==> src/rtl/fsdtm_pkg.sv <==
// ----------------------------------------------------------------------------
// fsdtm_pkg
// Shared constants, types and helpers for the float-switch tank monitor.
// ----------------------------------------------------------------------------
package fsdtm_pkg;

  localparam int unsigned NumTanks      = 4;
  localparam int unsigned NumSwitches   = 2 * NumTanks;
  localparam int unsigned StableSamples = 3;  // debounce window, 1..16

  localparam int unsigned EventW = 2 * NumSwitches;
  localparam int unsigned LevelW = 3;

  // Stream payload widths, padded to whole bytes
  localparam int unsigned InDataW  = 16;
  localparam int unsigned OutRawW  = EventW + NumSwitches + NumTanks * LevelW;
  localparam int unsigned OutDataW = ((OutRawW + 7) / 8) * 8;

  localparam logic [NumTanks-1:0] TankMaskReset = '1;

  typedef enum logic [LevelW-1:0] {
    LvlEmpty    = 3'd0,
    LvlMid      = 3'd1,
    LvlFull     = 3'd2,
    LvlUndef    = 3'd3,
    LvlInactive = 3'd4
  } level_e;

  typedef logic [NumSwitches-1:0] sample_t;

  // Level of one tank from its full switch (low) and empty switch (high)
  function automatic level_e tank_level(input logic active, input logic [1:0] sw);
    level_e lvl;
    lvl = LvlInactive;
    if (active) begin
      case (sw)
        2'b00:   lvl = LvlEmpty;
        2'b10:   lvl = LvlMid;
        2'b11:   lvl = LvlFull;
        2'b01:   lvl = LvlUndef;
        default: lvl = LvlUndef;
      endcase
    end
    return lvl;
  endfunction

endpackage

==> src/rtl/float_switch_debounce_tank_monitor_top.sv <==
// ----------------------------------------------------------------------------
// float_switch_debounce_tank_monitor_top
// Debounced float-switch edge detector with per-tank sticky events and levels.
// ----------------------------------------------------------------------------
// One input word carries one tick of eight active-low float-switch pins plus a
// clear request; each input word yields exactly one output word. Tank k owns
// switch 2k (full switch) and switch 2k+1 (empty switch); disabled tanks read
// as off. A debounced change fires once, when the newest StableSamples samples
// agree and the sample before them differs, and reports on/off edges per
// switch. Full/empty marks collect in sticky flags that clear_events resets.
// The block is a two-stage pipeline (input register, then result register)
// and takes one word per clock while the output is not back-pressured.
// Sample history and sticky flags advance when a word moves from the input
// register to the result register. Write the tank mask only while the
// pipeline is empty.
// ----------------------------------------------------------------------------
module float_switch_debounce_tank_monitor_top
  import fsdtm_pkg::*;
(
  input  logic                clk_i,
  input  logic                rst_ni,

  // Config: active_tank_mask
  input  logic                cfg_we_i,
  input  logic [NumTanks-1:0] cfg_wdata_i,

  // Input stream
  input  logic                s_axis_tvalid_i,
  output logic                s_axis_tready_o,
  // [7:0] pin_levels, [8] clear_events, [15:9] zero
  input  logic [InDataW-1:0]  s_axis_tdata_i,

  // Output stream
  output logic                m_axis_tvalid_o,
  input  logic                m_axis_tready_i,
  // [15:0] switch_events, [23:16] latched_tank_events, [26:24] tank0_level,
  // [29:27] tank1_level, [32:30] tank2_level, [35:33] tank3_level, [39:36] zero
  output logic [OutDataW-1:0] m_axis_tdata_o
);

  // --------------------------------------------------------------------------
  // Config register
  // --------------------------------------------------------------------------
  logic [NumTanks-1:0] tank_mask_q;

  always_ff @(posedge clk_i or negedge rst_ni) begin
    if (!rst_ni) begin
      tank_mask_q <= TankMaskReset;
    end else if (cfg_we_i) begin
      tank_mask_q <= cfg_wdata_i;
    end
  end

  // --------------------------------------------------------------------------
  // Pipeline handshake
  // --------------------------------------------------------------------------
  logic in_valid_q, out_valid_q;
  logic out_ready, in_ready, in_fire, adv;

  assign out_ready       = !out_valid_q || m_axis_tready_i;
  assign adv             = in_valid_q && out_ready;   // stage 1 -> stage 2
  assign in_ready        = !in_valid_q || out_ready;
  assign in_fire         = s_axis_tvalid_i && in_ready;
  assign s_axis_tready_o = in_ready;
  assign m_axis_tvalid_o = out_valid_q;

  always_ff @(posedge clk_i or negedge rst_ni) begin
    if (!rst_ni) begin
      in_valid_q  <= 1'b0;
      out_valid_q <= 1'b0;
    end else begin
      if (in_ready)  in_valid_q  <= s_axis_tvalid_i;
      if (out_ready) out_valid_q <= in_valid_q;
    end
  end

  // Input register (payload only)
  sample_t pins_q;
  logic    clear_q;

  always_ff @(posedge clk_i) begin
    if (in_fire) begin
      pins_q  <= s_axis_tdata_i[NumSwitches-1:0];
      clear_q <= s_axis_tdata_i[NumSwitches];
    end
  end

  // --------------------------------------------------------------------------
  // Sample, debounce and edge detection
  // --------------------------------------------------------------------------
  sample_t hist_q [StableSamples];   // [0] is oldest
  logic [NumSwitches-1:0] sticky_q;

  sample_t             sw_mask, sample, prev_sample, turned_on, turned_off;
  logic                fire;
  logic [EventW-1:0]   sw_events;
  logic [NumSwitches-1:0] tank_marks, sticky_d;
  level_e              levels [NumTanks];

  always_comb begin
    for (int k = 0; k < NumTanks; k++) begin
      sw_mask[2*k +: 2] = {2{tank_mask_q[k]}};
    end
    sample      = ~pins_q & sw_mask;       // pins are active low
    prev_sample = hist_q[0];

    // Newest StableSamples samples agree and differ from the one before
    fire = (prev_sample != sample);
    for (int i = 1; i < StableSamples; i++) begin
      if (hist_q[i] != sample) fire = 1'b0;
    end

    turned_on  = ~prev_sample & sample & sw_mask & {NumSwitches{fire}};
    turned_off = prev_sample & ~sample & sw_mask & {NumSwitches{fire}};
    for (int i = 0; i < NumSwitches; i++) begin
      sw_events[2*i]   = turned_on[i];
      sw_events[2*i+1] = turned_off[i];
    end

    // Full switch turned on -> full; empty switch turned off -> empty
    for (int k = 0; k < NumTanks; k++) begin
      tank_marks[2*k]   = turned_on[2*k];
      tank_marks[2*k+1] = turned_off[2*k+1];
      levels[k]         = tank_level(tank_mask_q[k], sample[2*k +: 2]);
    end

    sticky_d = (clear_q ? '0 : sticky_q) | tank_marks;
  end

  // State advances once per word
  always_ff @(posedge clk_i or negedge rst_ni) begin
    if (!rst_ni) begin
      for (int i = 0; i < StableSamples; i++) hist_q[i] <= '0;
      sticky_q <= '0;
    end else if (adv) begin
      for (int i = 0; i + 1 < StableSamples; i++) hist_q[i] <= hist_q[i+1];
      hist_q[StableSamples-1] <= sample;
      sticky_q <= sticky_d;
    end
  end

  // --------------------------------------------------------------------------
  // Result register
  // --------------------------------------------------------------------------
  logic [OutRawW-1:0]  result;
  logic [OutDataW-1:0] out_data_q;

  always_comb begin
    result[EventW-1:0]                     = sw_events;
    result[EventW +: NumSwitches]          = sticky_d;
    for (int k = 0; k < NumTanks; k++) begin
      result[EventW + NumSwitches + k*LevelW +: LevelW] = levels[k];
    end
  end

  always_ff @(posedge clk_i) begin
    if (adv) begin
      out_data_q <= {{(OutDataW-OutRawW){1'b0}}, result};
    end
  end

  assign m_axis_tdata_o = out_data_q;

endmodule
==> config.mk <==
export PLATFORM = sky130hd
export DESIGN_NAME = float_switch_debounce_tank_monitor_top
export DESIGN_NICKNAME = d
export VERILOG_FILES = /design/src/rtl/fsdtm_pkg.sv /design/src/rtl/float_switch_debounce_tank_monitor_top.sv
export SDC_FILE = /design/constraint.sdc
export NUM_CORES = 1
export LEC_CHECK = 0
export CORE_MARGIN = 2
export CORE_UTILIZATION = 50
export DETAILED_ROUTE_END_ITERATION = 8
export DONT_BUFFER_PORTS = 1
export GPL_TIMING_DRIVEN = 0
export PLACE_DENSITY = 0.71
export SETUP_SLACK_MARGIN = 0.3
export SYNTH_ARGS = -nofsm -noshare
export SYNTH_HDL_FRONTEND = slang
export SYNTH_SLANG_ARGS = --single-unit
==> constraint.sdc <==
create_clock -name clk_i -period 2.1 [get_ports clk_i]
set_input_delay 0.315 -clock clk_i [delete_from_list [all_inputs] [get_ports clk_i]]
set_output_delay 0.315 -clock clk_i [all_outputs]
set_load 0.005 [all_outputs]
==> results.json <==
{
  "outcome": "finished, final reports clean",
  "crit_arrival_ns": 2.29,
  "synth_most_common_cell": "nand2_1",
  "cp_slowest_cell": "or4_4",
  "coreArea_sq_mm": 0.007253,
  "dp_hpwl_microns": 4678,
  "cts_tree": "built",
  "top_level_ports": 67,
  "numCtsBuffers": 9,
  "fin_nets": 414,
  "grt_max_degree": 46,
  "r2r-end": "m_axis_tdata_o[22]",
  "fin_util_pct": 66.86,
  "grt_pass1_vias": 2485,
  "io_buffers": 0,
  "area_growth_pct": 29.42,
  "clkTransAtPathRegs_ns": 0.08,
  "crit_family": "simple AND/OR/NAND/NOR gates",
  "finalHoldViolCount": 0,
  "yosysTopAreaCellShare_pct": 36.06,
  "p_leak_nw": 1.886,
  "end_kind": "register",
  "slew_viol_final": 0,
  "crit_chain": "buf_8, nand2b_4, o221ai_2, mux2i_1, or4_4, buf_8, buf_12, o22ai_4",
  "pre_cts_ws_ns": -0.1910,
  "grt-ovfl-total": 0,
  "synth.distinct_cells": 38,
  "r2r_slack_ns": 0.007,
  "sw_frac_of_total_pct": 27.60,
  "switching_power_w": 0.001149,
  "std_cell_rows": 31,
  "critical_path.max_stage_delay_ns": 0.55,
  "wire_per_inst_microns": 16.82,
  "min_path_cells": 1,
  "setup_viol": 0,
  "max_cap_viol_count": 0,
  "firstDrtPassIters": 4,
  "routed_via_density": 5.245,
  "min_to": "tank_mask_q[2]",
  "sequentialPowerShare_pct": 48.1,
  "yosys.area.top_type": "edfxtp_1",
  "crit_path_frequent_cell": "buf_8",
  "async_flop_share_pct": 45.78,
  "place_area_sq_mm": 0.004024,
  "crit_type": "register to register",
  "netlist_top_cells_count": "55 x nand2_1, 45 x edfxtp_1, 34 x dfrtp_1",
  "dieHeight_microns": 90.57,
  "yosys_warnings": 0,
  "ys_top_cells_by_area": "edfxtp_1 36%, dfrtp_1 23%, nand2_1 5.5%",
  "worst_pin_slew_ns": 0.7240,
  "clk_path_buf_depth": 2,
  "fmax_ghz": 0.4778,
  "worst_skew_pair.late_latency_ns": 0.35,
  "fin_skew_ns": 0.008757,
  "start_kind": "register",
  "crit_buf_inv": 3,
  "avgSynthCellArea_sq_um": 11.05,
  "die_x_microns": 90.57,
  "syn_inst": 339,
  "clock_sinks": 83,
  "fin_crit_sh_pct": 99.67,
  "vias": 2502,
  "insertedDiodeCount": 0,
  "synth_edf_count": 45,
  "hp-class": "primary input to register",
  "ir_drop_mv": 0.5309,
  "fin_ws_ns": 0.006924,
  "drt-initial-drc-count": 135,
  "internal-power_w": 0.003015,
  "ant_nets": 0,
  "antenna_found_initial": 0,
  "r2r-start": "tank_mask_q[0]",
  "grt_use_total_pct": 19.01,
  "htreeDepth": 3,
  "wl_microns": 8022,
  "post-route-drc-count": 0,
  "synth_ff_type": "edfxtp_1",
  "dieArea_sq_mm": 0.008203,
  "gp_congestion": 0.8190,
  "share_comb_of_total_power_pct": 20.0,
  "syn_area_sq_mm": 0.003747,
  "grt_pass1_wl_microns": 12080,
  "min_from": "cfg_we_i",
  "rsz0062_at_grt": "yes",
  "synth-seq-cells": 83,
  "p_per_area_mw_per_mm2": 858.7,
  "min_period_ns": 2.093,
  "drive_gt1_share_pct": 31.48,
  "relSlewSlack_pct": 51.73,
  "p_total_w": 0.004165,
  "worstPathMaxFanout": 6,
  "r2r.worst_path.cells": 8,
  "root_buffer": "clkbuf_8",
  "cp.required_ns": 2.29,
  "initial_core_util_pct": 51.66,
  "clockPowerShare_pct": 31.9,
  "synth-seq-area-share_pct": 61.57,
  "final_area_sq_mm": 0.004850
}
placed cells by master (no fill, tap or decap), drive strengths merged, types with 2 or more instances in the layout:
cell,instances
nand2,55
edfxtp,45
dfrtp,34
inv,34
buf,32
o21ai,29
nor2,26
clkbuf,19
nand3,17
ha,16
xnor2,11
nand2b,11
nand4,10
o22ai,8
conb,4
dfstp,4
nand3b,2
a21oi,2
clkinv,2
bufinv,2
per-layer routing:
| metal | vias up | global-route usage [%] | routed length [microns] |
|---|---|---|---|
| li1 | 1201 | - | - |
| met4 | 0 | 7.564 | 138 |
| met2 | 77 | 31.03 | 4064 |
| met1 | 1208 | 24.49 | 3438 |
| met5 | - | 0 | 0 |
| met3 | 16 | 4.591 | 380 |
registers in the layout, indices dropped and copies added, names as in the netlist:
register,count
pins_q,8
clear_q,1
in_valid_q,1
m_axis_tdata_o,36
hist_q,16
m_axis_tvalid_o,1
sticky_q,8
tank_mask_q,4
prev_sample,8
cell type report:
cell class	instances	area, sq um
plain buffers	20	224.0
clock buffers	12	166.4
clock inverters	4	70.07
fillers	518	2404
inverters	34	137.6
multi-input cells	205	1619
flip-flops and latches	83	2307
well taps	99	123.9
repair buffers	20	201.4
how the worst max path moves through the flow:
stage              startpoint            endpoint  slack, ns  cells past startpoint
5_1_grt        tank_mask_q[0]  m_axis_tdata_o[18]      -0.07                     11
4_1_cts        tank_mask_q[0]  m_axis_tdata_o[21]       0.01                      8
3_3_place_gp   tank_mask_q[3]  m_axis_tdata_o[16]      -0.21                     10
2_1_floorplan  tank_mask_q[0]  m_axis_tdata_o[23]       0.07                     10
3_5_place_dp   tank_mask_q[3]  m_axis_tdata_o[17]      -0.19                     10
6_report       tank_mask_q[0]  m_axis_tdata_o[22]      0.007                      8
power groups by stage:
stage | combinational, W | sequential [W] | clock, W
6_report | 0.000832 | 0.00200 | 0.00133
3_3_place_gp | 0.000536 | 0.00203 | 0
4_1_cts | 0.000702 | 0.00200 | 0.00133
3_5_place_dp | 0.000551 | 0.00203 | 0
5_1_grt | 0.000898 | 0.00203 | 0.00143
2_1_floorplan | 0.000438 | 0.00200 | 0
what timing repair did:
item	in CTS	in global routing
setup endpoints to repair	77	32
setup buffers	13	2
resized for setup	39	50
hold endpoints to repair	38	0
hold buffers	2	0
pin swaps	10	22
gates cloned	2	1
per-stage QoR:
| stage | hold slack (ns) | std cells | TNS (ns) |
|---|---|---|---|
| global placement | 0.02063 | 441 | -4.804 |
| detailed placement | 0.02055 | 441 | -4.963 |
| global route | -0.004918 | 477 | -1.069 |
| finish | 0.02573 | 477 | 0 |
| CTS | 0.01307 | 474 | 0 |
| floorplan | 0.01941 | 342 | 0 |
cell families after synthesis:
| group | synth area share, % |
|---|---|
| simple gates | 15.89 |
| flops | 61.57 |
| buf+inv | 6.244 |
| compound gates | 7.780 |
| fa+ha+maj | 5.342 |
| xor+xnor | 2.805 |
| other cells | 0.1001 |
| mux | 0.2671 |
(Power assumes the default switching activity.)
